[config.mk]
export PLATFORM = sky130hd
export DESIGN_NAME = omi_ctrl
export DESIGN_NICKNAME = d
export VERILOG_FILES = /design/src/hw/rtl/omi_pkg.sv /design/src/hw/rtl/omi_ctrl.sv
export SDC_FILE = /design/constraint.sdc
export NUM_CORES = 1
export LEC_CHECK = 0
export CAP_MARGIN = 30
export CORE_ASPECT_RATIO = 0.7
export CORE_MARGIN = 5
export CORE_UTILIZATION = 40
export CTS_CLUSTER_DIAMETER = 80
export DETAILED_ROUTE_END_ITERATION = 12
export DONT_BUFFER_PORTS = 1
export GPL_TIMING_DRIVEN = 0
export HOLD_SLACK_MARGIN = 0.03
export SYNTH_ARGS = -nofsm -noshare
export SYNTH_HDL_FRONTEND = slang
export SYNTH_SLANG_ARGS = --single-unit
[constraint.sdc]
create_clock -name clock -period 4.1 [get_ports clock]
set_clock_uncertainty 0.15 [all_clocks]
set_input_delay 0.205 -clock clock [delete_from_list [all_inputs] [get_ports clock]]
set_output_delay 0.205 -clock clock [all_outputs]
set_load 0.01 [all_outputs]
[src/hw/rtl/omi_pkg.sv]
// shared types, codes and helpers for the offset to member and indices block
package omi_pkg;

   localparam int DEF_MAX_MEMBERS   = 64;
   localparam int DEF_MAX_DIMS      = 8;
   localparam int DEF_POINTER_BYTES = 8;

   // request type codes
   localparam logic [1:0] REQ_WR_ENTRY = 2'd0;
   localparam logic [1:0] REQ_WR_DIM   = 2'd1;
   localparam logic [1:0] REQ_LOOKUP   = 2'd2;

   // byte sizes saturate here
   localparam logic [32:0] SIZE_CAP = 33'h1_0000_0000;

   typedef struct packed {
      logic [1:0]  req_type;
      logic [5:0]  entry_index;
      logic [2:0]  dim_index;
      logic        is_named;
      logic [31:0] member_offset;
      logic [31:0] elem_size;
      logic        is_reference;
      logic [5:0]  ref_width;
      logic        is_structured;
      logic [3:0]  num_dims;
      logic [15:0] dim_size;
      logic [31:0] query_offset;
   } req_item_type;

   typedef struct packed {
      logic        found;
      logic [6:0]  member_index;
      logic [31:0] offset_in_member;
      logic        status;
      logic [3:0]  index_count;
      logic [2:0]  index_position;
      logic [15:0] index_value;
      logic        last;
   } rsp_item_type;

   // one stored member entry, named bit kept apart in flops
   typedef struct packed {
      logic [31:0] off;
      logic [31:0] elem;
      logic        is_ref;
      logic [5:0]  ref_width;
      logic        is_struct;
      logic [3:0]  nd;
   } entry_type;

   // controller to datapath commands
   typedef struct packed {
      logic wr_entry;
      logic wr_dim;
      logic start;
      logic scan_inc;
      logic k_clr;
      logic k_inc;
      logic k_dec;
      logic k_load_last;
      logic k_load_nf;
      logic size_ref;
      logic size_elem;
      logic size_ptr;
      logic size_mul;
      logic hit;
      logic miss;
      logic nf_set;
      logic status_set;
      logic div_elem_start;
      logic div_dim_start;
      logic q_from_div;
      logic idx_wr;
      logic acc;
      logic grow;
      logic eo_commit;
      logic emit;
   } cmd_type;

   // datapath to controller status
   typedef struct packed {
      logic scan_end;
      logic named;
      logic is_ref;
      logic is_struct;
      logic n_zero;
      logic k_eq_n;
      logic k_zero;
      logic dim_zero;
      logic match;
      logic elem_zero;
      logic nf_zero;
      logic div_done;
      logic out_free;
      logic p_last;
   } sts_type;

   function automatic logic [32:0] sat_mul(logic [32:0] a, logic [15:0] b);
      logic [48:0] p;
      p = 49'(a) * 49'(b);
      return (p > 49'(SIZE_CAP)) ? SIZE_CAP : p[32:0];
   endfunction

endpackage

[src/hw/rtl/omi_ctrl.sv]
// controller: sequences writes, table scan, index digits and result delivery
module omi_ctrl (
   input  logic             clock,
   input  logic             reset,
   input  logic             req_valid,
   input  logic [1:0]       req_type,
   output logic             req_stall,
   input  omi_pkg::sts_type sts,
   output omi_pkg::cmd_type cmd
);

   typedef enum logic [4:0] {
      S_IDLE,
      S_ENT_RD,
      S_ENT_CHK,
      S_LD_WAIT,
      S_LD_CHK,
      S_PD_WAIT,
      S_PD_MUL,
      S_CMP,
      S_CF_WAIT,
      S_CF_CHK,
      S_CF_DONE,
      S_DIV_E,
      S_DIV_E_RUN,
      S_DJ_WAIT,
      S_DJ_START,
      S_DJ_RUN,
      S_DJ_ACC,
      S_DJ_GROW,
      S_FIN,
      S_EMIT
   } state_type;

   state_type state_ff, state_in;

   always_comb begin
      cmd      = '0;
      state_in = state_ff;
      unique case (state_ff)
         S_IDLE: begin
            if (req_valid) begin
               unique case (req_type)
                  omi_pkg::REQ_WR_ENTRY: cmd.wr_entry = 1'b1;
                  omi_pkg::REQ_WR_DIM:   cmd.wr_dim = 1'b1;
                  omi_pkg::REQ_LOOKUP: begin
                     cmd.start = 1'b1;
                     state_in  = S_ENT_RD;
                  end
                  default: ;
               endcase
            end
         end
         S_ENT_RD: begin
            if (sts.scan_end || !sts.named) begin
               cmd.miss = 1'b1;
               state_in = S_EMIT;
            end else begin
               state_in = S_ENT_CHK;
            end
         end
         S_ENT_CHK: begin
            if (sts.is_ref) begin
               cmd.size_ref = 1'b1;
               state_in     = S_CMP;
            end else if (sts.n_zero) begin
               cmd.size_elem = 1'b1;
               state_in      = S_CMP;
            end else begin
               cmd.k_load_last = 1'b1;
               state_in        = S_LD_WAIT;
            end
         end
         S_LD_WAIT: state_in = S_LD_CHK;
         S_LD_CHK: begin
            if (sts.dim_zero) begin
               cmd.size_ptr = 1'b1;
               state_in     = S_CMP;
            end else begin
               cmd.size_elem = 1'b1;
               cmd.k_clr     = 1'b1;
               state_in      = S_PD_WAIT;
            end
         end
         S_PD_WAIT: state_in = sts.k_eq_n ? S_CMP : S_PD_MUL;
         S_PD_MUL: begin
            if (sts.dim_zero) begin
               state_in = S_CMP;
            end else begin
               cmd.size_mul = 1'b1;
               cmd.k_inc    = 1'b1;
               state_in     = S_PD_WAIT;
            end
         end
         S_CMP: begin
            if (sts.match) begin
               cmd.hit = 1'b1;
               if (sts.n_zero || (sts.is_struct && sts.is_ref)) begin
                  state_in = S_EMIT;
               end else begin
                  cmd.k_clr = 1'b1;
                  state_in  = S_CF_WAIT;
               end
            end else begin
               cmd.scan_inc = 1'b1;
               state_in     = S_ENT_RD;
            end
         end
         S_CF_WAIT: begin
            if (sts.k_eq_n) begin
               cmd.nf_set = 1'b1;
               state_in   = S_CF_DONE;
            end else begin
               state_in = S_CF_CHK;
            end
         end
         S_CF_CHK: begin
            if (sts.dim_zero) begin
               cmd.nf_set = 1'b1;
               state_in   = S_CF_DONE;
            end else begin
               cmd.k_inc = 1'b1;
               state_in  = S_CF_WAIT;
            end
         end
         S_CF_DONE: begin
            if (sts.nf_zero) begin
               state_in = S_EMIT;
            end else if (sts.elem_zero) begin
               cmd.status_set = 1'b1;
               state_in       = S_EMIT;
            end else begin
               state_in = S_DIV_E;
            end
         end
         S_DIV_E: begin
            cmd.div_elem_start = 1'b1;
            state_in           = S_DIV_E_RUN;
         end
         S_DIV_E_RUN: begin
            if (sts.div_done) begin
               cmd.q_from_div = 1'b1;
               cmd.k_load_nf  = 1'b1;
               state_in       = S_DJ_WAIT;
            end
         end
         S_DJ_WAIT: state_in = S_DJ_START;
         S_DJ_START: begin
            cmd.div_dim_start = 1'b1;
            state_in          = S_DJ_RUN;
         end
         S_DJ_RUN: begin
            if (sts.div_done) begin
               cmd.idx_wr = 1'b1;
               state_in   = S_DJ_ACC;
            end
         end
         S_DJ_ACC: begin
            cmd.acc  = 1'b1;
            state_in = S_DJ_GROW;
         end
         S_DJ_GROW: begin
            cmd.grow = 1'b1;
            if (sts.k_zero) begin
               state_in = S_FIN;
            end else begin
               cmd.k_dec = 1'b1;
               state_in  = S_DJ_WAIT;
            end
         end
         S_FIN: begin
            cmd.eo_commit = 1'b1;
            state_in      = S_EMIT;
         end
         S_EMIT: begin
            if (sts.out_free) begin
               cmd.emit = 1'b1;
               if (sts.p_last) state_in = S_IDLE;
            end
         end
         default: state_in = S_IDLE;
      endcase
   end

   always_ff @(posedge clock) begin
      if (reset) begin
         state_ff <= S_IDLE;
      end else begin
         state_ff <= state_in;
      end
   end

   assign req_stall = state_ff != S_IDLE;

endmodule

==> results of run 1 <==
layout by cell type (no fill, tap or decap), types with 3 or more instances in the layout:
| cell type | instances |
|---|---|
| inv_1 | 4 |
| buf_2 | 5 |
| nor2_1 | 13 |
| a21oi_1 | 9 |
| clkbuf_4 | 3 |
| dfxtp_1 | 5 |
| nor2b_1 | 4 |
| nor3_1 | 8 |
| nand2_1 | 8 |
| a31oi_1 | 3 |
| nand2b_1 | 3 |
| and3_1 | 3 |
kinds of logic (layout without fill, tap and decap cells):
family / Yosys count / in the layout
flops: 5 / 5
mux: 2 / 2
compound gates: 30 / 30
simple gates: 64 / 64
buf+inv: 12 / 17
per-stage QoR:
stage / utilization / setup WS, ps / cells / instance area, µm² / hold WS (ps)
floorplan: - / 2390 / 113 / 788 / 124
global placement: 0.436 / 2090 / 135 / 816 / 126
detailed placement: 0.436 / 2100 / 135 / 816 / 128
CTS: 0.456 / 1920 / 140 / 852 / 85.5
global route: 0.456 / 1770 / 140 / 852 / 120
finish: 0.456 / 1910 / 140 / 852 / 88.9
worst max-delay path, stage by stage (launching register included):
cell and delay [ps]:
dfxtp_1 320, buf_2 190, nor3_2 360, nand2_1 210
nor3b_1 260, nor2b_1 260
what timing repair did:
item                                    CTS  global route
endpoints found under the setup margin    0             0
hold endpoints to repair                  5             0
hold buffers                              1             0
power by group:
group / total [W] / switching [W] / internal (W)
Sequential: 0.0000744 / 0.0000143 / 0.0000601
Clock: 0.0000568 / 0.0000200 / 0.0000368
Combinational: 0.000274 / 0.000171 / 0.000104
Total: 0.000406 / 0.000205 / 0.000201
layout make-up:
class	instances	area, µm²
sequential	5	100
tap	22	27.5
inverter	4	15.0
fill	197	1020
clock buffer	4	26.3
timing repair buffer	1	10.0
buffer	8	51.3
multi-input combinational	96	622
per-layer routing:
metal / vias up / GRT usage / share of wire
li1: 440 / - / -
met1: 448 / 0.236 / 0.43
met2: 56 / 0.274 / 0.44
met3: 6 / 0.0335 / 0.11
met4: 0 / 0.0975 / 0.022
met5: - / 0 / 0
worst max path at each step:
stage	from	endpoint	slack [ps]
after floorplan	state_ff[4]	cmd[14]	2390
after global routing	state_ff[2]	cmd[24]	1770
after detailed placement	state_ff[3]	state_ff[1]	2100
final	state_ff[2]	cmd[24]	1910
after CTS	state_ff[2]	cmd[24]	1920
after global placement	state_ff[3]	state_ff[1]	2090
==> results.ini, run 1 <==
[sta]
slew_violations = 0
setup_viol = 0
relSlewSlack = 0.463
fmaxAchievable_mhz = 456
fin_crit_ps = 2190
tightest_slew_ps = 795
hold_violations = 0
rsz0062_at_grt = false
setup-tns-final_ps = 0
period_share = 0.535

[global_routing]
grt_overflow = 0
grt_pass1_wl_um = 4080
antenna_found_initial = 0
grt_max_degree = 11
grt_pass1_vias = 875
grt_use_total = 0.177

[routing]
ant_nets = 0
dr.first_iter.drc_count = 64
firstDrtPassIters = 4
viasPerCell = 6.79
vias = 950
routedWlPerCell_um = 18.8
wirelength_um = 2630
remaining_drc_errors = 0

[clock_tree]
cts_root_buffer = clkbuf_4
clkLatencyLatePin_ps = 240
h-tree-depth = 1
cts_buffers = 3
cts.sinks = 5
clockBufferDepth = 2
cts-resized-gates = 0
cts_setup_buffers = 0
clkSlewWorstSetupHoldPaths_ps = 40
cts_tree = yes

[worst_hold_path]
hold_path.class = input port to flop
worstHoldStart = sts[1]
min_path_cells = 2
hold_path_end = state_ff[4]

[logic_synthesis]
synth_area_leader_cell = dfxtp_1
ys_top_cells_by_area = dfxtp_1 13%, nor2_1 6.2%, a21oi_1 5.7%
synthFlopType = dfxtp_1
synth-compound-area-share = 0.265
yosys_warnings = 0
ys_seq_area_frac = 0.127
ys_seq_elements = 5
syn_avg_cell_area_um2 = 6.98
ys_top_cells_by_count = 13 x nor2_1, 9 x a21oi_1, 8 x nand2_1, 8 x nor3_1
synth-edff-count = 0
synth-xor-area-share = 0
synth.most_common_cell = nor2_1
yosys.area_share.simple = 0.498
synth.distinct_cells = 46
syn_inst = 113
synthAdderAreaFrac = 0
synth_top_family_by_area = simple AND/OR/NAND/NOR gates
synth_top_area_frac = 0.127
netlist_area_um2 = 788
synth.mux.area_fraction = 0.0254
syn_nets = 132
async_flop_share = 0

[placement]
hpwl_um = 2100
io_buffers = 0
routabilityCongestion = 0.960

[setup_path]
crit_fanout = 10
reg2reg_setup_slack_ps = 2070
r2r_end = state_ff[1]
criticalPathCategory = flop to output pin
reg2regPathDepth = 5
crit_arrival_ps = 1840
end_kind = output pin
reg2reg_from = state_ff[0]
start_kind = flop
required_ps = 3740

[power_and_ir_drop]
p_total_w = 0.000406
p_per_area_nw_per_um2 = 476
p_leak_nw = 0.310
ir_drop_v = 0.000292

[floorplanning]
die_area_um2 = 2970
rows = 13
initial_core_util = 0.421
pin_count = 45
die_h_um = 47.1
fp.dieW_um = 63.1
core_um2 = 1870

[run_status]
status = completed

[final_layout]
drive_gt1_frac = 0.144
num_antenna_cells = 0
top_regs = state_ff (5)
area_delta_synth_final_pct = 8.10
largest_reg_flops = 5
nets = 138
regMostFlops = state_ff

[flow_run]
maxCapViolCount = 0

Power figures use the tool's default switching activity.
==> inputs of run 2 (changes only) <==
clock period = 1.8 ns   (was 4.1 ns; I/O delays follow)
==> run 2 against run 1 <==
  * Critical path depth fell by 1
  * Cell count grew 5.7%
  * The flow now finishes with violations (setup timing)
  * Non-clock buffer count rose by 8
  * Register-to-register slack got worse by 2000 ps
  * Sequential share of layout area fell by 2.0 points
  * Wire length up 6.9%
  * Hold slack worse by 35 ps
  * Final area rose by 25%
  * Highest routed layer is now met3
  * Die area is the same
  * Sequential cell count is the same
  * First-iteration DRC count is 6.3% higher
  * Worst setup slack got worse by 2000 ps
  * Critical path type unchanged
==> results.ini, run 2 (synthesis gave the netlist of run 1 again) <==
[run_status]
status = complete, but fails checks  ; was completed
violations = setup timing

[sta]
fin_crit_ps = 1860
relSlewSlack = 0.719  ; was 0.463
slew_violations = 0  ; unchanged
fin_ws_ps = -56.7  ; was 1910 ps
period_share = 1.03
fmaxAchievable_mhz = 539
tightest_slew_ps = 421  ; was 795 ps
setup_viol = 1  ; was 0
hold_violations = 0  ; unchanged
rsz0062_at_grt = true  ; was false

[final_layout]
multi_input_area_um2 = 748  ; was 622 µm²
largest_reg_flops = 5  ; unchanged
regMostFlops = state_ff  ; unchanged
final_core_util = 0.567  ; was 0.456
top_regs = state_ff (5)  ; unchanged
area_delta_synth_final_pct = 34.6  ; was 8.10%
layout_commonest_cell = nor2_1  ; unchanged
mostFrequentLayoutCells = 11 x nor2_1, 9 x buf_4, 8 x a21oi_1, 6 x nand2_1, 6 x nor3_2  ; was 13 x nor2_1, 9 x a21oi_1, 8 x nand2_1, 8 x nor3_1
nets = 146  ; was 138
num_antenna_cells = 0  ; unchanged
drive_gt1_frac = 0.381  ; was 0.144
register_area_um2 = 104  ; was 100 µm²
fill_cells = 167  ; was 197

[power_and_ir_drop]
p_leak_nw = 0.381  ; was 0.310 nW
p_total_w = 0.00108  ; was 0.000406 W
ir_drop_v = 0.000703  ; was 0.000292 V
p_per_area_nw_per_um2 = 1020  ; was 476 nW/µm²

[flow_run]
maxCapViolCount = 0  ; unchanged

[routing]
routedWlPerCell_um = 19.0  ; was 18.8 µm
vias = 962  ; was 950
dr.first_iter.drc_count = 68  ; was 64
ant_nets = 0  ; unchanged
remaining_drc_errors = 0  ; unchanged
wirelength_um = 2810  ; was 2630 µm
viasPerCell = 6.50  ; was 6.79
firstDrtPassIters = 4  ; unchanged

[clock_tree]
clockBufferDepth = 2  ; unchanged
cts_buffers = 3  ; unchanged
clkSlewWorstSetupHoldPaths_ps = 40  ; about the same
cts_tree = yes  ; unchanged
cts.sinks = 5  ; unchanged
h-tree-depth = 1  ; unchanged
cts_root_buffer = clkbuf_4  ; unchanged
clkLatencyLatePin_ps = 240  ; about the same

[setup_path]
criticalPathCategory = flop to output pin  ; unchanged
end_kind = output pin  ; unchanged
required_ps = 1560  ; was 3740 ps
crit_fanout = 5  ; was 10
slowest_delay_ps = 390  ; was 360 ps
critPathSlowestCell = or3b_4  ; was nor3_2
path_cells = buf_6 > or3b_4 > or3_1 > a21oi_2  ; was buf_2 > nor3_2 > nand2_1 > nor3b_1 > nor2b_1
start_kind = flop  ; unchanged
crit_arrival_ps = 1620  ; was 1840 ps

[floorplanning]
fp.dieW_um = 63.1  ; unchanged
die_h_um = 47.1  ; unchanged
pin_count = 45  ; unchanged
core_um2 = 1870  ; unchanged
initial_core_util = 0.421  ; unchanged
rows = 13  ; unchanged
die_area_um2 = 2970  ; unchanged

[global_routing]
grt_use_total = 0.180  ; was 0.177
grt_pass1_wl_um = 4170  ; was 4080 µm
grt_overflow = 0  ; unchanged
grt_pass1_vias = 886  ; was 875
grt_max_degree = 11  ; unchanged
antenna_found_initial = 0  ; unchanged

[placement]
hpwl_um = 2100  ; unchanged
io_buffers = 0  ; unchanged
routabilityCongestion = 0.960  ; unchanged

[worst_hold_path]
hold_path.class = input port to output pin  ; was input port to flop

==> run 2: changes by cell type in the layout (fill, tap and decap cells not counted), moves of 3 or more <==
cell / previous run / this run
buf_4: 2 / 9
nor3_1: 8 / 2
nor3_2: 2 / 6
buf_2: 5 / 2
dfxtp_1: 5 / 2
dfxtp_2: 0 / 3
dlygate4sd3_1: 1 / 4
==> run 2: through the flow <==
stage	setup slack [ps]	instances	hold slack, ps	setup TNS [ps]	instance area (µm²)
2_1_floorplan	103	113	9.07	0	788
3_3_place_gp	-211	135	10.7	-283	816
3_5_place_dp	-196	135	13.3	-263	816
4_1_cts	-62.4	146	54.2	-62.4	968
5_1_grt	-93.1	148	55.5	-366	1060
6_report	-56.7	148	54.1	-56.7	1060
==> run 2: metal layers <==
metal  vias to the layer above  global-route usage  wire [µm]
met5                         -                   0          0
met2                        46               0.286       1330
li1                        448                   -          -
met1                       468               0.242       1220
met4                         0              0.0805          0
met3                         0              0.0335        261
==> run 2: worst paths after layout <==
| check | startpoint | to | slack (ps) | cells past startpoint |
|---|---|---|---|---|
| worst max-delay path | state_ff[4] | cmd[14] | -60 | 4 |
| worst min-delay path | req_type[0] | cmd[24] | 50 | 1 |
| worst max register to register | state_ff[4] | state_ff[3] | 30 | 6 |
| worst min register to register | state_ff[2] | state_ff[3] | 590 | 3 |
==> run 2: final cells by class <==
cell class,instances,share of cell area
buffer,8,0.0613
clock buffer,4,0.0248
inverter,4,0.0142
multi-input combinational,96,0.705
sequential,5,0.0979
tap,22,0.0259
timing repair buffer,9,0.0708
==> run 2: power by group <==
part	internal [W]	total [W]	leakage, nW	switching (W)
sequential	0.000140	0.000181	0.0420	0.0000413
clock	0.0000838	0.000129	0.0150	0.0000454
combinational	0.000320	0.000771	0.324	0.000451
total	0.000543	0.00108	0.381	0.000538
==> run 2: what timing repair did <==
action,4_1_cts,5_1_grt
resized for setup,17,22
setup buffers,3,1
pin swaps,6,8
cloned,0,1
setup endpoints to repair,10,14
hold buffers,4,0
hold endpoints to repair,5,0
==> run 2: worst max-delay path, delay by kind of cell, from the launching register on <==
family	cells	cell delay [ps]
AND/OR/NAND/NOR	2	720
flip-flops	1	330
AO/OA/AOI/OAI	1	190
buffers and inverters	1	130
==> inputs of run 3 (changes only) <==
SKIP_LAST_GASP = 1   (was not set)
==> run 3 against run 2 <==
  * The run still ends with setup timing left
  * Global-route usage up 0.052 points
  * Non-clock buffer count unchanged
  * Largest power group unchanged
  * Cell count unchanged
  * Via count up 1.5%
==> results.ini, run 3 (synthesis gave the netlist of run 1 again) <==
[run_status]
status = complete, but fails checks  ; unchanged
violations = setup timing  ; unchanged

[clock_tree]
clkSlewWorstSetupHoldPaths_ps = 40  ; about the same
cts.sinks = 5  ; unchanged
clkLatencyLatePin_ps = 240  ; about the same
clockBufferDepth = 2  ; unchanged
cts_tree = yes  ; unchanged
h-tree-depth = 1  ; unchanged
cts_buffers = 3  ; unchanged
cts_root_buffer = clkbuf_4  ; unchanged

[floorplanning]
initial_core_util = 0.421  ; unchanged
pin_count = 45  ; unchanged
core_um2 = 1870  ; unchanged
rows = 13  ; unchanged
die_h_um = 47.1  ; unchanged
die_area_um2 = 2970  ; unchanged
fp.dieW_um = 63.1  ; unchanged

[setup_path]
slowest_delay_ps = 390  ; about the same
required_ps = 1560  ; about the same
crit_fanout = 5  ; unchanged
crit_arrival_ps = 1610  ; was 1620 ps
path_buf_inv = 1  ; unchanged
reg2reg_setup_slack_ps = 20  ; was 30 ps
start_kind = flop  ; unchanged
path_cells = buf_6 > or3b_4 > or3_1 > a21oi_2  ; unchanged
cp_top_family = simple AND/OR/NAND/NOR gates  ; unchanged
end_kind = output pin  ; unchanged
criticalPathCategory = flop to output pin  ; unchanged
critPathSlowestCell = or3b_4  ; unchanged

[sta]
period_share = 1.03  ; about the same
setup-tns-final_ps = -54.3  ; was -56.7 ps
slew_violations = 0  ; unchanged
fin_crit_ps = 1850  ; was 1860 ps
fmaxAchievable_mhz = 539  ; about the same
setup_viol = 1  ; unchanged
hold_slack_ps = 54.1  ; about the same
tightest_slew_ps = 425  ; was 421 ps
fin_ws_ps = -54.3  ; was -56.7 ps
hold_violations = 0  ; unchanged
rsz0062_at_grt = true  ; unchanged
relSlewSlack = 0.716  ; was 0.719

[final_layout]
top_regs = state_ff (5)  ; unchanged
stdcell_area_um2 = 1050  ; was 1060 µm²
drive_gt1_frac = 0.365  ; was 0.381
nets = 146  ; unchanged
num_antenna_cells = 0  ; unchanged
regMostFlops = state_ff  ; unchanged
fill_cells = 167  ; unchanged
area_delta_synth_final_pct = 33.2  ; was 34.6%
layout_commonest_cell = nor2_1  ; unchanged
mostFrequentLayoutCells = 11 x nor2_1, 8 x buf_4, 8 x a21oi_1, 6 x nand2_1, 5 x nor3_2  ; was 11 x nor2_1, 9 x buf_4, 8 x a21oi_1, 6 x nand2_1, 6 x nor3_2
multi_input_area_um2 = 737  ; was 748 µm²
instances_no_fill = 148  ; unchanged
final_core_util = 0.561  ; was 0.567
largest_reg_flops = 5  ; unchanged
register_area_um2 = 104  ; unchanged

[routing]
routedWlPerCell_um = 18.9  ; was 19.0 µm
wirelength_um = 2790  ; was 2810 µm
ant_nets = 0  ; unchanged
firstDrtPassIters = 4  ; unchanged
dr.first_iter.drc_count = 73  ; was 68
remaining_drc_errors = 0  ; unchanged
vias = 976  ; was 962
viasPerCell = 6.59  ; was 6.50

[global_routing]
grt_overflow = 0  ; unchanged
grt_use_total = 0.180  ; about the same
antenna_found_initial = 0  ; unchanged
grt_pass1_vias = 898  ; was 886
grt_max_degree = 11  ; unchanged
grt_pass1_wl_um = 4180  ; was 4170 µm

[power_and_ir_drop]
p_leak_nw = 0.378  ; was 0.381 nW
switching_share = 0.499  ; was 0.497
p_per_area_nw_per_um2 = 1020  ; about the same
ir_drop_v = 0.000704  ; was 0.000703 V
seqPwrFrac = 0.168  ; about the same
p_sw_w = 0.000535  ; was 0.000538 W
p_clk_frac = 0.121  ; was 0.119
p_int_w = 0.000538  ; was 0.000543 W
power_frac_comb = 0.711  ; was 0.713

[placement]
hpwl_um = 2100  ; unchanged
routabilityCongestion = 0.960  ; unchanged
dpl.cell_count = 135  ; unchanged
dpl_cell_area_um2 = 816  ; unchanged
io_buffers = 0  ; unchanged

[flow_run]
maxCapViolCount = 0  ; unchanged

[worst_hold_path]
hold_path.class = input port to output pin  ; unchanged

[run 3: area by class of cell]
cell class                 instances  area share
buffer                             8      0.0620
sequential                         5      0.0989
timing repair buffer               9      0.0715
tap                               22      0.0262
clock buffer                       4      0.0250
multi-input combinational         96       0.702
inverter                           4      0.0143
[run 3: path summary, 6_finish.rpt]
check	endpoint	from	cells past startpoint
hold reg to reg	state_ff[3]	state_ff[2]	3
setup / recovery	cmd[14]	state_ff[4]	4
setup reg to reg	state_ff[0]	state_ff[1]	6
hold / removal	cmd[24]	req_type[0]	1
[run 3: layer usage]
| layer | part of all wire | track usage | vias to the layer above |
|---|---|---|---|
| li1 | - | - | 449 |
| met1 | 0.42 | 0.244 | 463 |
| met2 | 0.46 | 0.286 | 62 |
| met3 | 0.11 | 0.0335 | 2 |
| met4 | 0.0072 | 0.0805 | 0 |
| met5 | 0 | 0 | - |
[run 3: timing repair]
| action | CTS | global route |
|---|---|---|
| pin swaps | 5 | 8 |
| setup buffers | 3 | 1 |
| cloned | 0 | 1 |
| endpoints found under the setup margin | 10 | 15 |
| gates resized for setup | 15 | 21 |
| hold buffers | 4 | 0 |
| endpoints found under the hold margin | 5 | 0 |
[run 3: metrics by stage]
stage	total power, W	setup slack (ps)
floorplan	0.000653	103
global placement	0.000774	-211
detailed placement	0.000779	-196
CTS	0.00100	-62.4
global route	0.00115	-93.1
finish	0.00107	-54.3
[run 3: power by group through the flow]
stage / Sequential [W] / Clock [W] / Combinational [W]
after CTS: 0.000170 / 0.000135 / 0.000697
after global placement: 0.000167 / 0 / 0.000607
after global routing: 0.000182 / 0.000140 / 0.000831
after floorplan: 0.000158 / 0 / 0.000496
final: 0.000180 / 0.000130 / 0.000763
after detailed placement: 0.000168 / 0 / 0.000611
